### src/rtl/core/lpfc_pkg.sv
`default_nettype none
package lpfc_pkg;

  localparam logic [15:0] CRC_INIT = 16'hFFFF;
  localparam logic [15:0] CRC_POLY = 16'h1021;
  localparam logic [15:0] CRC_TOP  = 16'h8000;

  // Shortest well-formed frame: length, address, answer/check.
  localparam logic [7:0] MIN_FRAME_LEN = 8'd3;

  localparam int unsigned QUEUE_DEPTH = 2;
  localparam int unsigned QUEUE_PTR_W = $clog2(QUEUE_DEPTH);

  typedef enum logic [1:0] {
    STATUS_OK        = 2'd0,
    STATUS_CHECK_ERR = 2'd1,
    STATUS_ADDR_ERR  = 2'd2,
    STATUS_MALFORMED = 2'd3
  } status_t;

  typedef enum logic {
    KIND_BYTE  = 1'b0,
    KIND_START = 1'b1
  } kind_t;

  typedef struct packed {
    logic       action;
    logic [7:0] data_byte;
    logic [7:0] expected_address;
  } in_item_t;

  typedef struct packed {
    status_t    status;
    logic [7:0] responder_address;
    logic [7:0] answer_code;
    logic [7:0] frame_length;
  } out_item_t;

  typedef struct packed {
    kind_t      kind;
    logic [7:0] data_byte;
    logic [7:0] expected_address;
  } cmd_t;

  // CRC-16 CCITT, MSB first, one byte.
  function automatic logic [15:0] crc16_byte(input logic [15:0] crc, input logic [7:0] b);
    logic [15:0] c;
    c = crc ^ {b, 8'h00};
    for (int k = 0; k < 8; k++) begin
      if ((c & CRC_TOP) != 16'h0000) begin
        c = {c[14:0], 1'b0} ^ CRC_POLY;
      end else begin
        c = {c[14:0], 1'b0};
      end
    end
    return c;
  endfunction

endpackage
`default_nettype wire

### src/rtl/core/lpfc_back.sv
`default_nettype none
module lpfc_back (
  input  wire logic           clk,
  input  wire logic           rst_n,
  input  wire logic           cmd_valid,
  output logic                cmd_ready,
  input  wire lpfc_pkg::cmd_t cmd,
  output logic                out_valid,
  input  wire logic           out_ready,
  output lpfc_pkg::out_item_t out_item
);

  logic [7:0]  byte_count_r,   byte_count_nxt;
  logic [15:0] crc_r,          crc_nxt;
  logic [7:0]  length_r,       length_nxt;
  logic [7:0]  address_r,      address_nxt;
  logic [7:0]  answer_r,       answer_nxt;
  logic [7:0]  wanted_r,       wanted_nxt;
  logic        done_r,         done_nxt;
  logic        out_valid_r,    out_valid_nxt;
  lpfc_pkg::out_item_t out_item_r, out_item_nxt;

  logic        take;
  logic [7:0]  b;
  logic [7:0]  len_eff;
  logic [7:0]  addr_eff;
  logic [7:0]  ans_eff;
  logic [8:0]  next_count;

  assign cmd_ready = !out_valid_r || out_ready;
  assign take      = cmd_valid && cmd_ready;
  assign out_valid = out_valid_r;
  assign out_item  = out_item_r;

  assign b          = cmd.data_byte;
  assign next_count = {1'b0, byte_count_r} + 9'd1;
  assign len_eff    = (byte_count_r == 8'd0) ? b : length_r;
  assign addr_eff   = (byte_count_r == 8'd1) ? b : address_r;
  assign ans_eff    = (byte_count_r == 8'd2) ? b : answer_r;

  always_comb begin
    byte_count_nxt = byte_count_r;
    crc_nxt        = crc_r;
    length_nxt     = length_r;
    address_nxt    = address_r;
    answer_nxt     = answer_r;
    wanted_nxt     = wanted_r;
    done_nxt       = done_r;
    out_valid_nxt  = out_valid_r && !out_ready;
    out_item_nxt   = out_item_r;

    if (take) begin
      case (cmd.kind)
        lpfc_pkg::KIND_START: begin
          byte_count_nxt = '0;
          crc_nxt        = lpfc_pkg::CRC_INIT;
          length_nxt     = '0;
          address_nxt    = '0;
          answer_nxt     = '0;
          done_nxt       = 1'b0;
          wanted_nxt     = cmd.expected_address;
        end
        lpfc_pkg::KIND_BYTE: begin
          if (!done_r) begin
            length_nxt  = len_eff;
            address_nxt = addr_eff;
            answer_nxt  = ans_eff;
            if (byte_count_r == 8'd0 && b < lpfc_pkg::MIN_FRAME_LEN) begin
              // malformed length: report at once, close frame
              done_nxt                       = 1'b1;
              byte_count_nxt                 = 8'd1;
              out_valid_nxt                  = 1'b1;
              out_item_nxt.status            = lpfc_pkg::STATUS_MALFORMED;
              out_item_nxt.responder_address = '0;
              out_item_nxt.answer_code       = '0;
              out_item_nxt.frame_length      = b;
            end else if (next_count == {1'b0, len_eff}) begin
              done_nxt                       = 1'b1;
              byte_count_nxt                 = next_count[7:0];
              out_valid_nxt                  = 1'b1;
              if (crc_r[7:0] != b) begin
                out_item_nxt.status = lpfc_pkg::STATUS_CHECK_ERR;
              end else if (addr_eff != wanted_r) begin
                out_item_nxt.status = lpfc_pkg::STATUS_ADDR_ERR;
              end else begin
                out_item_nxt.status = lpfc_pkg::STATUS_OK;
              end
              out_item_nxt.responder_address = addr_eff;
              out_item_nxt.answer_code       = ans_eff;
              out_item_nxt.frame_length      = len_eff;
            end else begin
              crc_nxt        = lpfc_pkg::crc16_byte(crc_r, b);
              byte_count_nxt = next_count[7:0];
            end
          end
        end
        default: begin
        end
      endcase
    end
  end

  always_ff @(posedge clk) begin
    if (!rst_n) begin
      byte_count_r <= '0;
      crc_r        <= lpfc_pkg::CRC_INIT;
      length_r     <= '0;
      address_r    <= '0;
      answer_r     <= '0;
      wanted_r     <= '0;
      done_r       <= 1'b0;
      out_valid_r  <= 1'b0;
    end else begin
      byte_count_r <= byte_count_nxt;
      crc_r        <= crc_nxt;
      length_r     <= length_nxt;
      address_r    <= address_nxt;
      answer_r     <= answer_nxt;
      wanted_r     <= wanted_nxt;
      done_r       <= done_nxt;
      out_valid_r  <= out_valid_nxt;
    end
    out_item_r <= out_item_nxt;
  end

endmodule
`default_nettype wire

### config.mk
export PLATFORM = sky130hd
export DESIGN_NAME = lpfc_back
export DESIGN_NICKNAME = d
export VERILOG_FILES = /design/src/rtl/core/lpfc_pkg.sv /design/src/rtl/core/lpfc_back.sv
export SDC_FILE = /design/constraint.sdc
export NUM_CORES = 1
export LEC_CHECK = 0
export BUFFER_PORTS_ARGS = -buffer_cell sky130_fd_sc_hd__buf_2
export CAP_MARGIN = 20
export CORE_UTILIZATION = 53
export CTS_CLUSTER_DIAMETER = 100
export DETAILED_ROUTE_END_ITERATION = 6
export GPL_ROUTABILITY_DRIVEN = 0
export HOLD_SLACK_MARGIN = 0.1
export PLACE_DENSITY = 0.75
export SLEW_MARGIN = 20
export SYNTH_ARGS = -nofsm -noshare
export SYNTH_HDL_FRONTEND = slang
export SYNTH_SLANG_ARGS = --single-unit
### constraint.sdc
create_clock -name clk -period 3.5 [get_ports clk]
set_input_delay 0.875 -clock clk [delete_from_list [all_inputs] [get_ports clk]]
set_output_delay 0.875 -clock clk [all_outputs]
set_load 0.01 [all_outputs]
# ---- Yosys cells after proc, flatten, opt, wreduce, memory -nomap -nowiden
# Cells that the tools add are included.
dict set report word_totals {
  output_inout_bits 28
  word_cells 117
  input_bits 21
  register_bits 84
}
dict set report op_classes {
  n_bitwise 11
  addsub 1
  mux 72
  n_reduce_logical 12
  n_lt_le_gt_ge 1
  n_eq_ne 8
}
# cell count
set ops {}
lappend ops {{$mux W16} 38}
lappend ops {{$mux W13} 8}
lappend ops {{$mux W8} 9}
lappend ops {{$pmux W8 S2} 4}
lappend ops {{$pmux W16 S2} 1}
lappend ops {{$mux W26} 1}
lappend ops {{$not A3 Y3} 8}
lappend ops {{$ne A8 B8 Y1} 2}
lappend ops {{$xor A16 B16 Y16} 1}
lappend ops {{$add A8 B1 Y9 const B} 1}
lappend ops {{$eq A9 B8 Y1} 1}
lappend ops {{$eq A8 B1 Y1 const B} 1}
lappend ops {{$eq A8 B2 Y1 const B} 1}
lappend ops {{$logic_not A8 Y1} 1}
lappend ops {{$lt A8 B2 Y1 const B} 1}
lappend ops {{$mux W1} 8}
lappend ops {{$reduce_and A4 Y1} 2}
lappend ops {{$ne A2 B2 Y1 const B} 3}
lappend ops {{$mux W2} 2}
lappend ops {{$reduce_and A2 Y1} 2}
lappend ops {{$logic_and A1 B1 Y1} 3}
lappend ops {{$logic_not A1 Y1} 2}
lappend ops {{$not A1 Y1} 2}
lappend ops {{$pmux W1 S2} 1}
lappend ops {{other kinds (2)} 2}

# ---- Longest topological paths before layout
# Gate-level depths: netlist of the first run.
dict set report logic_depth {
  word_depth 56
  mapped_depth 10
  depth_no_buf 9
}

# ---- Worst setup path after synthesis of the first run
# Ideal clock, no wire load.
dict set report synth_timing {
  path_kind {input port to flip-flop}
  from {input port cmd[15] in the netlist's numbering}
  to {register out_item_r (netlist bit out_item[0]) (enable)}
  setup_time_ns 0.418
  t_arrival_ns 3.338
  slack_ns -0.256
  t_required_ns 3.082
  path_stages 7
  path_buffers 1
  cell_sequence {clkbuf_1 nand3_1 nand3_1 a31oi_1 nor4_4 nand2_1 a21oi_1}
}
dict set report synth_via {
  elab_chain_len 4
  word_cells_on_any_way 6
  cone_classes {order compare: 1; eq/ne: 1; mux: 1; reduce/logical: 3}
}
# item line
set synth_rtl {}
lappend synth_rtl {{start, declared} lpfc_back.sv:7} ;# input wire lpfc_pkg::cmd_t cmd,
lappend synth_rtl {{$lt A8 B2 Y1 / $mux W8 (equally long branches)} {lpfc_back.sv:68, lpfc_back.sv:37}}
lappend synth_rtl {{$logic_and A1 B1 Y1 / $eq A9 B8 Y1 (equally long branches)} {lpfc_back.sv:68, lpfc_back.sv:77}}
lappend synth_rtl {{$reduce_bool A2 Y1 (no line) (*)} n/a}
lappend synth_rtl {{$reduce_and A4 Y1 (no line) (*)} n/a}
lappend synth_rtl {{end signal, assigned} lpfc_back.sv:123} ;# out_item_r <= out_item_nxt;
lappend synth_rtl {{end, declared} lpfc_back.sv:21} ;# lpfc_pkg::out_item_t out_item_r, out_item_nxt;
# Every way passes the cells marked *; elsewhere a longest branch is shown, timed or not.
# A chain may end at the register's enable or synchronous reset.

# ---- Worst setup path after layout of the first run
dict set report layout_timing {
  from {register byte_count_r[0]}
  to {register out_item_r (netlist bit out_item[5]) (enable)}
}
dict set report layout_via {
  elab_chain_len 5
  word_cells_on_any_way 7
  cone_classes {add/sub: 1; eq/ne: 1; mux: 1; reduce/logical: 4}
}
# item line
set layout_rtl {}
lappend layout_rtl {{start, declared} lpfc_back.sv:13} ;# logic [7:0] byte_count_r, byte_count_nxt;
lappend layout_rtl {{start signal, assigned} lpfc_back.sv:114} ;# byte_count_r <= byte_count_nxt;
lappend layout_rtl {{branches (longest 3 deep; another with $add A8 B1 Y9)} n/a}
lappend layout_rtl {{$reduce_bool A2 Y1 (no line) (*)} n/a}
lappend layout_rtl {{$reduce_and A4 Y1 (no line) (*)} n/a}
# Mark *: on every way between the ends.

==> summary.md, run 1 <==
| Metric | Value |
|---|---|
| Run status | `finished, final reports clean` |
| Worst setup slack for register-to-register paths | `360 ps` |
| Clock root buffer master | `clkbuf_8` |
| Number of flops mapped to enable cells by yosys | `26` |
| Total number of placement rows | `32` |
| Number of vias per cell | `5.54` |
| Ports | `49` |
| Critical path capture point type | `flop` |
| Share of Yosys cell area claimed by the top area cell type | `27.6%` |
| Worst-case setup margin in the final layout | `364 ps` |
| Max FO, Critical Path | `22` |
| Setup-violating endpoint count in the final report | `0` |
| Grt met1 use | `30.4%` |
| IR Drop Worst-Case VDD | `0.000228 V` |
| RSZ-0062 raised after global routing | `no` |
| Max Freq | `319 MHz` |
| Total instance count after detailed placement | `547` |
| Sequential-to-total area share from yosys stat | `46.2%` |
| Number of antenna violations at the first check in global routing | `0` |
| Share of flip-flops with an asynchronous set or reset after synthesis | `0%` |
| Initial Utilization | `54.7%` |
| Final slew viol count | `0` |
| Final Hold Viols | `0` |
| Vias in the first global route | `2,967` |
| Maximum number of pins on one net before global-route repair | `24` |
| Clock latency at the later pin of the worst-skew pair | `360 ps` |
| Antenna diode instance count | `0` |
| Relative slew margins | `48.3%` |
| Die height | `91.1 microns` |
| Slew at the pin closest to its max-slew limit | `770 ps` |
| Count of instances resized after the clock tree is built | `0` |
| Worst hold path class | `reg -> reg` |
| Post-CTS Setup Repair Bufs | `0` |
| Iter 0 DRT Violations | `236` |
| Time the worst path needs with I/O delays and setup | `3140 ps` |
| H-tree lvl count | `3` |
| Met3 layer usage reported by global route | `4.36%` |
| Setup total negative slack | `0 ps` |
| Drt drc | `0` |
| Worst slack at placement | `412 ps` |
| Post-synthesis net count | `439` |
| Core Footprint | `7690 sq um` |
| Total CTS buffers | `9` |
| HPWL reported at the end of detailed placement | `6.17 mm` |
| Overall fraction of global-route tracks in use | `22.8%` |
| Most frequent cells in the layout | `dfxtp_1 (58), buf_2 (48), nand2_1 (31)` |
| Max-cap violations | `0` |
| WL per Instance | `15.8 microns` |
| Seq cells post-synth | `84` |
| Clock tree from TritonCTS | `built` |
| Die W | `91.1 microns` |
| Most common cell after layout, fill and taps aside | `dfxtp_1` |
| Overall via count from detail_route | `3,121` |
| Die Area | `8290 sq um` |
| Number of iterations in the first detailed-routing pass | `4` |
| Number of distinct library cells after synthesis | `47` |
| Detailed Route WL | `8.88 mm` |
| Sum of overflow across all layers after global routing | `0` |
| Fin crit share | `89.6%` |
| Met2 capacity usage during global routing | `36.4%` |
| Antenna-violating nets left | `0` |
| CTS Buffer Depth | `2` |
| Data required time at the worst endpoint | `3560 ps` |
| Skew final | `9.93 ps` |
| Cts-stage hold buffer count | `0` |
| Peak-usage layer in the global routing report | `met2` |
| Power per unit of standard cell area | `421 nW/um^2` |
| Synthesis Warnings | `0` |
| Layout overhead on the synthesized area | `11.8%` |
| Nature of the critical path startpoint | `flop` |
| Primary flip-flop cell chosen by synthesis mapping | `dfxtp_1` |
| Global-route wire length before repair | `14.6 mm` |
| Clock Sink Count | `84` |
| Arrival time reported for the critical path endpoint | `3200 ps` |
| Final-layout worst hold slack | `482 ps` |
| Layout Utilization | `61.1%` |
| Post-layout instance count excluding filler cells | `563` |
| Area leader, netlist | `dfxtp_1` |
| Clock slew at reported path FFs | `80 ps` |
| Average size of a mapped cell | `10.2 sq um` |
| Crit Path Category | `reg -> reg` |
| Nets | `481` |
| Mapped Area | `4200 sq um` |
| Quantity of I/O buffers inserted on ports | `48` |
| Leakage power | `0.00186 uW` |
| Fraction of final layout cells with drive strength greater than 1 | `20.0%` |
| Top cells by area, synth | `dfxtp_1 (28%), edfxtp_1 (19%), xnor2_1 (6.0%)` |
| Number of standard cells after synthesis | `414` |
-- state kept, by name, summed over array words and instances (netlist names) --
name and count:
out_item 26, out_valid 1, answer_r 8, byte_count_r 8
length_r 8, wanted_r 8, crc_r 16, done_r 1
address_r 8
-- logic make-up (layout without fill, tap and decap cells) --
group	count (synthesis)	count (layout)	synth area share, %
AOI/OAI and AO/OA	83	83	15.7
and+or+nand+nor	133	133	17.1
buffers and inverters	40	87	4.20
xor gates and xnor gates	49	49	10.2
adders and majority gates	4	4	1.19
DFF	84	84	46.2
muxes	21	21	5.39
-- critical path, cell delays in order (launching register included) --
cell and delay [ps]:
dfxtp_1 380, inv_1 110, ha_1 150, or3b_2 450, o21ai_1 220, a21o_1 170
a31oi_1 110, nor4_4 450, nand2_1 190, a21oi_2 360, buf_12 230
-- through the flow --
stage                     total power (uW)  area [sq um]
final                                 1980          4700
after global routing                  2060          4700
after CTS                             1980          4700
after detailed placement              1370          4530
after global placement                1360          4530
after floorplan                       1310          4210
-- final timing paths --
kind / cells past startpoint / start / to
worst max-delay path: 10 / byte_count_r[0] / out_item[5]
worst min-delay path: 2 / wanted_r[2] / wanted_r[2]
worst max register to register: 10 / byte_count_r[0] / out_item[5]
worst min register to register: 2 / wanted_r[2] / wanted_r[2]
-- Yosys cell counts, types with 6 or more instances --
cell,count
and2_1,13
inv_1,15
edfxtp_1,26
nand2_1,31
a21oi_1,7
xor2_1,20
dfxtp_1,58
a2bb2oi_1,6
nand3_1,17
clkbuf_1,21
nor2b_1,21
o21ai_0,17
a21boi_0,10
a2bb2oi_2,10
nor2_1,24
a21o_1,6
xnor2_1,29
mux2i_1,19
a22oi_1,17
-- power breakdown --
part	internal (uW)	switching, uW	total [uW]
combinational	134	164	298
clock	277	348	625
sequential	1030	24.2	1050
total	1440	537	1980
-- final cells by class --
cell class	instances	area, sq um
inverters	15	56.3
fillers	665	2990
multi-input cells	290	2090
repair buffers	56	313
clock buffers	12	145
clock inverters	4	25.0
well taps	102	128
flip-flops and latches	84	1940
-- metal layers --
metal	routed length [microns]	up-vias
met5	0	-
met4	172	0
met3	412	16
met2	4270	83
met1	4030	1495
li1	-	1527
Note: power is estimated with default switching activity, not from simulation.
==> run 2, diff against run 1 <==
--- a/config.mk
+++ b/config.mk
@@ -7,12 +7,12 @@
 export LEC_CHECK = 0
 export BUFFER_PORTS_ARGS = -buffer_cell sky130_fd_sc_hd__buf_2
 export CAP_MARGIN = 20
-export CORE_UTILIZATION = 53
-export CTS_CLUSTER_DIAMETER = 100
+export CORE_UTILIZATION = 58
+export CTS_CLUSTER_DIAMETER = 120
 export DETAILED_ROUTE_END_ITERATION = 6
 export GPL_ROUTABILITY_DRIVEN = 0
 export HOLD_SLACK_MARGIN = 0.1
-export PLACE_DENSITY = 0.75
+export PLACE_DENSITY = 0.78
 export SLEW_MARGIN = 20
 export SYNTH_ARGS = -nofsm -noshare
 export SYNTH_HDL_FRONTEND = slang
==> constraint.sdc (replaced) <==
create_clock -name clk -period 2.97 [get_ports clk]
set_input_delay 0.7425 -clock clk [delete_from_list [all_inputs] [get_ports clk]]
set_output_delay 0.7425 -clock clk [all_outputs]
set_load 0.01 [all_outputs]
==> summary.md, run 2 (synthesis gave the netlist of run 1 again) <==
| Metric | Value |
|---|---|
| Clock latency at the later pin of the worst-skew pair | `350 ps (was 360 ps)` |
| Post-layout instance count excluding filler cells | `566 (was 563)` |
| Top cell family by delay on the critical path | `simple AND/OR/NAND/NOR gates (unchanged)` |
| Crit Path Category | `reg -> reg (unchanged)` |
| FILL cells | `555 (was 665)` |
| Initial Utilization | `60.9% (was 54.7%)` |
| Nature of the critical path startpoint | `flop (unchanged)` |
| Number of iterations in the first detailed-routing pass | `4 (unchanged)` |
| Detailed Route WL | `8.77 mm (was 8.88 mm)` |
| Core Footprint | `6910 sq um (was 7690 sq um)` |
| HPWL reported at the end of detailed placement | `6.03 mm (was 6.17 mm)` |
| Maximum number of pins on one net before global-route repair | `42 (was 24)` |
| Antenna diode instance count | `0 (unchanged)` |
| Cts-stage hold buffer count | `0 (unchanged)` |
| Setup-violating endpoint count in the final report | `0 (unchanged)` |
| Fin crit share | `92.8% (was 89.6%)` |
| Clock Sink Count | `84 (unchanged)` |
| Critical path capture point type | `flop (unchanged)` |
| Arrival time reported for the critical path endpoint | `2810 ps (was 3200 ps)` |
| Hold Path Origin | `wanted_r[5] (was wanted_r[2])` |
| Iter 0 DRT Violations | `135 (was 236)` |
| Max-cap violations | `0 (unchanged)` |
| Final Hold Viols | `0 (unchanged)` |
| Setup total negative slack | `0 ps (unchanged)` |
| Worst-case reg-to-reg path depth | `8 (was 10)` |
| Leakage power | `0.00192 uW (was 0.00186 uW)` |
| RSZ-0062 raised after global routing | `no (unchanged)` |
| WL per Instance | `15.5 microns (was 15.8 microns)` |
| CTS Buffer Depth | `2 (unchanged)` |
| Start point of the critical path | `byte_count_r[2] (was byte_count_r[0])` |
| Number of vias per cell | `5.55 (was 5.54)` |
| Total number of placement rows | `30 (was 32)` |
| Critical path buffer and inverter count | `1 (was 2)` |
| Worst hold path stage count | `2 (unchanged)` |
| Final slew viol count | `0 (unchanged)` |
| Die height | `87.1 microns (was 91.1 microns)` |
| Die W | `87.1 microns (was 91.1 microns)` |
| Slowest cell on the critical path | `nor4_4 (was or3b_2)` |
| Most common cell after layout, fill and taps aside | `dfxtp_1 (unchanged)` |
| Die Area | `7590 sq um (was 8290 sq um)` |
| Slew at the pin closest to its max-slew limit | `553 ps (was 770 ps)` |
| Power per unit of standard cell area | `502 nW/um^2 (was 421 nW/um^2)` |
| Max FO, Critical Path | `23 (was 22)` |
| Worst hold path class | `reg -> reg (unchanged)` |
| Fraction of final layout cells with drive strength greater than 1 | `21.9% (was 20.0%)` |
| Hold path endpoint | `wanted_r[5] (was wanted_r[2])` |
| Overall via count from detail_route | `3,144 (was 3,121)` |
| Global-route wire length before repair | `14.5 mm (was 14.6 mm)` |
| Total number of cells along the worst setup path | `8 (was 10)` |
| Total CTS buffers | `9 (unchanged)` |
| Worst path cell trace | `nor4_4 > nand2_4 > mux2i_4 > xnor2_1 > nor4_4 > nand2_1 > a21oi_4 > buf_12 (was inv_1 > ha_1 > or3b_2 > o21ai_1 > a21o_1 > a31oi_1 > nor4_4 > nand2_1 > a21oi_2 > buf_12)` |
| Time the worst path needs with I/O delays and setup | `2760 ps (was 3140 ps)` |
| Worst R2R End | `out_item[18] (was out_item[5])` |
| R2R Path Start | `byte_count_r[2] (was byte_count_r[0])` |
| IR Drop Worst-Case VDD | `0.000330 V (was 0.000228 V)` |
| Sum of overflow across all layers after global routing | `0 (unchanged)` |
| Most frequent cells in the layout | `dfxtp_1 (58), buf_2 (48), nand2_1 (31) (unchanged)` |
| Skew final | `10.1 ps (was 9.93 ps)` |
| Clock root buffer master | `clkbuf_8 (unchanged)` |
| Number of antenna violations at the first check in global routing | `0 (unchanged)` |
| Drt drc | `0 (unchanged)` |
| Run status | `finished, final reports clean (unchanged)` |
| Vias in the first global route | `3,071 (was 2,967)` |
| Overall fraction of global-route tracks in use | `25.1% (was 22.8%)` |
| H-tree lvl count | `3 (unchanged)` |
| Most common cell type on the critical path | `nor4_4` |
| Total instance count after detailed placement | `549 (was 547)` |
| Slowest stage delay, CP | `580 ps (was 450 ps)` |
| Ports | `49 (unchanged)` |
| Clock slew at reported path FFs | `80 ps (about the same)` |
| Clock tree from TritonCTS | `built (unchanged)` |
| Layout overhead on the synthesized area | `14.3% (was 11.8%)` |
| Antenna-violating nets left | `0 (unchanged)` |
| Flip-flop count of the largest register, all copies and words added | `26 (unchanged)` |
| Data required time at the worst endpoint | `3020 ps (was 3560 ps)` |
| Worst setup slack for register-to-register paths | `210 ps (was 360 ps)` |
| Quantity of I/O buffers inserted on ports | `48 (unchanged)` |
| Max Freq | `363 MHz (was 319 MHz)` |
| Relative slew margins | `62.8% (was 48.3%)` |
| Nets | `490 (was 481)` |
==> run 2: worst register-to-register path, delay by kind of cell (launching register included) <==
kind	cells	cell delay, ps
AND/OR/NAND/NOR	4	1260
flip-flops	1	400
XOR/XNOR	1	170
multiplexers	1	250
AO/OA/AOI/OAI	1	190
buffers and inverters	1	200
==> run 2: how the worst max path moves through the flow <==
stage                         to
CTS                 out_item[16]
floorplan            out_item[0]
global route        out_item[18]
finish              out_item[18]
detailed placement  out_item[10]
global placement    out_item[14]
==> run 2: per-stage QoR <==
stage / cell area [sq um] / total power (uW) / worst slack [ps] / util, % / hold slack [ps]
6_report: 4810 / 2410 / 214 / 69.6 / 483
5_1_grt: 4810 / 2500 / 53.4 / 69.6 / 508
4_1_cts: 4790 / 2420 / 63.9 / 69.3 / 484
3_5_place_dp: 4590 / 1620 / 85.5 / 66.4 / 473
3_3_place_gp: 4590 / 1610 / 189 / 66.4 / 467
2_1_floorplan: 4220 / 1540 / 43.3 / - / 455
==> run 2: report_power, final <==
part | switching, uW | total [uW] | internal, uW
Clock | 402 | 813 | 410
Sequential | 29.1 | 1240 | 1210
Combinational | 195 | 359 | 164
==> run 2: layer usage <==
metal | wire length (microns) | vias to the layer above | track usage (%)
met4 | 124 | 0 | 9.24
met2 | 4250 | 84 | 42.7
met1 | 4090 | 1502 | 32.3
met3 | 306 | 13 | 3.79
met5 | 0 | - | 0
li1 | - | 1545 | -
==> run 2: cell type report <==
type / count / area, sq um / area share, %
multi-input combinational: 290 / 2110 / 43.8
sequential: 84 / 1940 / 40.4
timing repair buffer: 65 / 380 / 7.91
clock buffer: 10 / 138 / 2.86
tap: 96 / 120 / 2.50
clock inverter: 6 / 63.8 / 1.33
inverter: 15 / 56.3 / 1.17
==> run 2: repair_timing <==
item	in CTS	in global routing
endpoints found under the hold margin	0	0
resized for setup	0	3
setup buffers	0	1
endpoints found under the setup margin	0	23
==> run 3, diff against run 2 <==
--- a/config.mk
+++ b/config.mk
@@ -5,7 +5,7 @@
 export SDC_FILE = /design/constraint.sdc
 export NUM_CORES = 1
 export LEC_CHECK = 0
-export BUFFER_PORTS_ARGS = -buffer_cell sky130_fd_sc_hd__buf_2
+export BUFFER_PORTS_ARGS = -buffer_cell sky130_fd_sc_hd__buf_4
 export CAP_MARGIN = 20
 export CORE_UTILIZATION = 58
 export CTS_CLUSTER_DIAMETER = 120
==> summary.md, run 3 (synthesis gave the netlist of run 1 again) <==
| Metric | Value |
|---|---|
| Total instance count after detailed placement | `548 (was 549)` |
| Number of antenna violations at the first check in global routing | `0 (unchanged)` |
| Crit Path Category | `reg -> reg (unchanged)` |
| Antenna-violating nets left | `0 (unchanged)` |
| Total CTS buffers | `9 (unchanged)` |
| Nets | `488 (was 490)` |
| Layout Utilization | `71.3% (was 69.6%)` |
| Quantity of I/O buffers inserted on ports | `48 (unchanged)` |
| Die height | `87.1 microns (unchanged)` |
| Fin crit share | `96.5% (was 92.8%)` |
| Total number of placement rows | `30 (unchanged)` |
| Relative slew margins | `61.8% (was 62.8%)` |
| Number of iterations in the first detailed-routing pass | `4 (unchanged)` |
| RSZ-0062 raised after global routing | `no (unchanged)` |
| Clock root buffer master | `clkbuf_8 (unchanged)` |
| Number of vias per cell | `5.73 (was 5.55)` |
| Data required time at the worst endpoint | `3030 ps (was 3020 ps)` |
| Sum of overflow across all layers after global routing | `0 (unchanged)` |
| Drt drc | `0 (unchanged)` |
| Max FO, Critical Path | `23 (unchanged)` |
| Initial Utilization | `60.9% (unchanged)` |
| Clock Sink Count | `84 (unchanged)` |
| Maximum number of pins on one net before global-route repair | `45 (was 42)` |
| Most frequent cells in the layout | `buf_4 (62), dfxtp_1 (57), nand2_1 (30) (was dfxtp_1 (58), buf_2 (48), nand2_1 (31))` |
| Start point of the critical path | `byte_count_r[0] (was byte_count_r[2])` |
| HPWL reported at the end of detailed placement | `6.15 mm (was 6.03 mm)` |
| IR Drop Worst-Case VDD | `0.000369 V (was 0.000330 V)` |
| Global-route wire length before repair | `14.9 mm (was 14.5 mm)` |
| Die Area | `7590 sq um (unchanged)` |
| Hold Path Origin | `wanted_r[7] (was wanted_r[5])` |
| Most common cell after layout, fill and taps aside | `buf_4 (was dfxtp_1)` |
| Clock latency at the later pin of the worst-skew pair | `350 ps (about the same)` |
| Post-layout instance count excluding filler cells | `564 (was 566)` |
| Leakage power | `0.00195 uW (was 0.00192 uW)` |
| R2R Path Start | `byte_count_r[0] (was byte_count_r[2])` |
| Overall via count from detail_route | `3,234 (was 3,144)` |
| Vias in the first global route | `3,043 (was 3,071)` |
| Flip-flop count of the largest register, all copies and words added | `26 (unchanged)` |
| Worst R2R End | `out_item[7] (was out_item[18])` |
| Core Footprint | `6910 sq um (unchanged)` |
| Hold path endpoint | `wanted_r[7] (was wanted_r[5])` |
| Worst-case reg-to-reg path depth | `10 (was 8)` |
| Run status | `finished, final reports clean (unchanged)` |
| H-tree lvl count | `3 (unchanged)` |
| Clock tree from TritonCTS | `built (unchanged)` |
| Layout overhead on the synthesized area | `17.1% (was 14.3%)` |
| Worst hold path stage count | `2 (unchanged)` |
| Time the worst path needs with I/O delays and setup | `2870 ps (was 2760 ps)` |
| Clock slew at reported path FFs | `80 ps (about the same)` |
| Iter 0 DRT Violations | `203 (was 135)` |
| FILL cells | `555 (unchanged)` |
| Setup-violating endpoint count in the final report | `0 (unchanged)` |
| Max Freq | `349 MHz (was 363 MHz)` |
| Setup total negative slack | `0 ps (unchanged)` |
| Ports | `49 (unchanged)` |
| Detailed Route WL | `9.33 mm (was 8.77 mm)` |
| WL per Instance | `16.5 microns (was 15.5 microns)` |
| Overall fraction of global-route tracks in use | `26.3% (was 25.1%)` |
| Worst hold path class | `reg -> reg (unchanged)` |
| Final Hold Viols | `0 (unchanged)` |
| CTS Buffer Depth | `2 (unchanged)` |
| Die W | `87.1 microns (unchanged)` |
| Antenna diode instance count | `0 (unchanged)` |
| Max-cap violations | `0 (unchanged)` |
| Power per unit of standard cell area | `502 nW/um^2 (about the same)` |
| Skew final | `5.28 ps (was 10.1 ps)` |
| Slew at the pin closest to its max-slew limit | `571 ps (was 553 ps)` |
| Nature of the critical path startpoint | `flop (unchanged)` |
| Arrival time reported for the critical path endpoint | `2930 ps (was 2810 ps)` |
| Fraction of final layout cells with drive strength greater than 1 | `21.8% (was 21.9%)` |
| Final slew viol count | `0 (unchanged)` |
| Worst setup slack for register-to-register paths | `100 ps (was 210 ps)` |
| Critical path capture point type | `flop (unchanged)` |
==> run 3: worst max-delay path by stage <==
stage | endpoint | slack, ps
CTS | out_item[9] | 40
global route | out_item[21] | 30
finish | out_item[7] | 100
floorplan | out_item[0] | 40
global placement | out_item[14] | 190
detailed placement | out_item[11] | 80
==> run 3: through the flow <==
step	area, sq um	hold WS, ps	total power (uW)	setup slack, ps
floorplan	4220	455	1540	43.3
global placement	4700	463	1620	191
detailed placement	4700	475	1630	83.8
CTS	4920	486	2480	43.4
global route	4920	496	2570	28.0
finish	4920	484	2470	103
==> run 3: power breakdown <==
part / switching, uW / internal, uW
logic: 198 / 172
clock network: 397 / 463
registers: 29.0 / 1210
==> run 3: worst max-delay path, stage by stage (launching register included) <==
cell     delay (ps)
dfxtp_2         360
inv_1            90
ha_1            170
or3b_2          490
o21ai_2         180
a21o_1          170
a31oi_1         130
nor4_4          360
nand2_2         150
a21oi_4         250
buf_12          220
==> run 3: cell type report <==
class	instances	area, sq um	share of cell area (%)
inverters	15	56.3	1.14
multi-input cells	290	2100	42.7
flip-flops and latches	84	1940	39.5
repair buffers	63	485	9.87
clock buffers	13	170	3.46
well taps	96	120	2.44
clock inverters	3	42.5	0.864
==> run 3: repair_timing <==
action / 4_1_cts / 5_1_grt
setup buffers: 0 / 0
hold endpoints to repair: 0 / 0
hold buffers: 0 / 0
setup endpoints to repair: 6 / 23
gates cloned: 0 / 0
resized for setup: 1 / 3
pin swaps: 0 / 0
==> run 3: routing by layer <==
metal | vias to the layer above | wire [microns] | track usage, %
met2 | 107 | 4630 | 43.1
met4 | 0 | 210 | 9.84
met5 | - | 0 | 0
met3 | 20 | 555 | 6.26
li1 | 1541 | - | -
met1 | 1566 | 3930 | 33.8
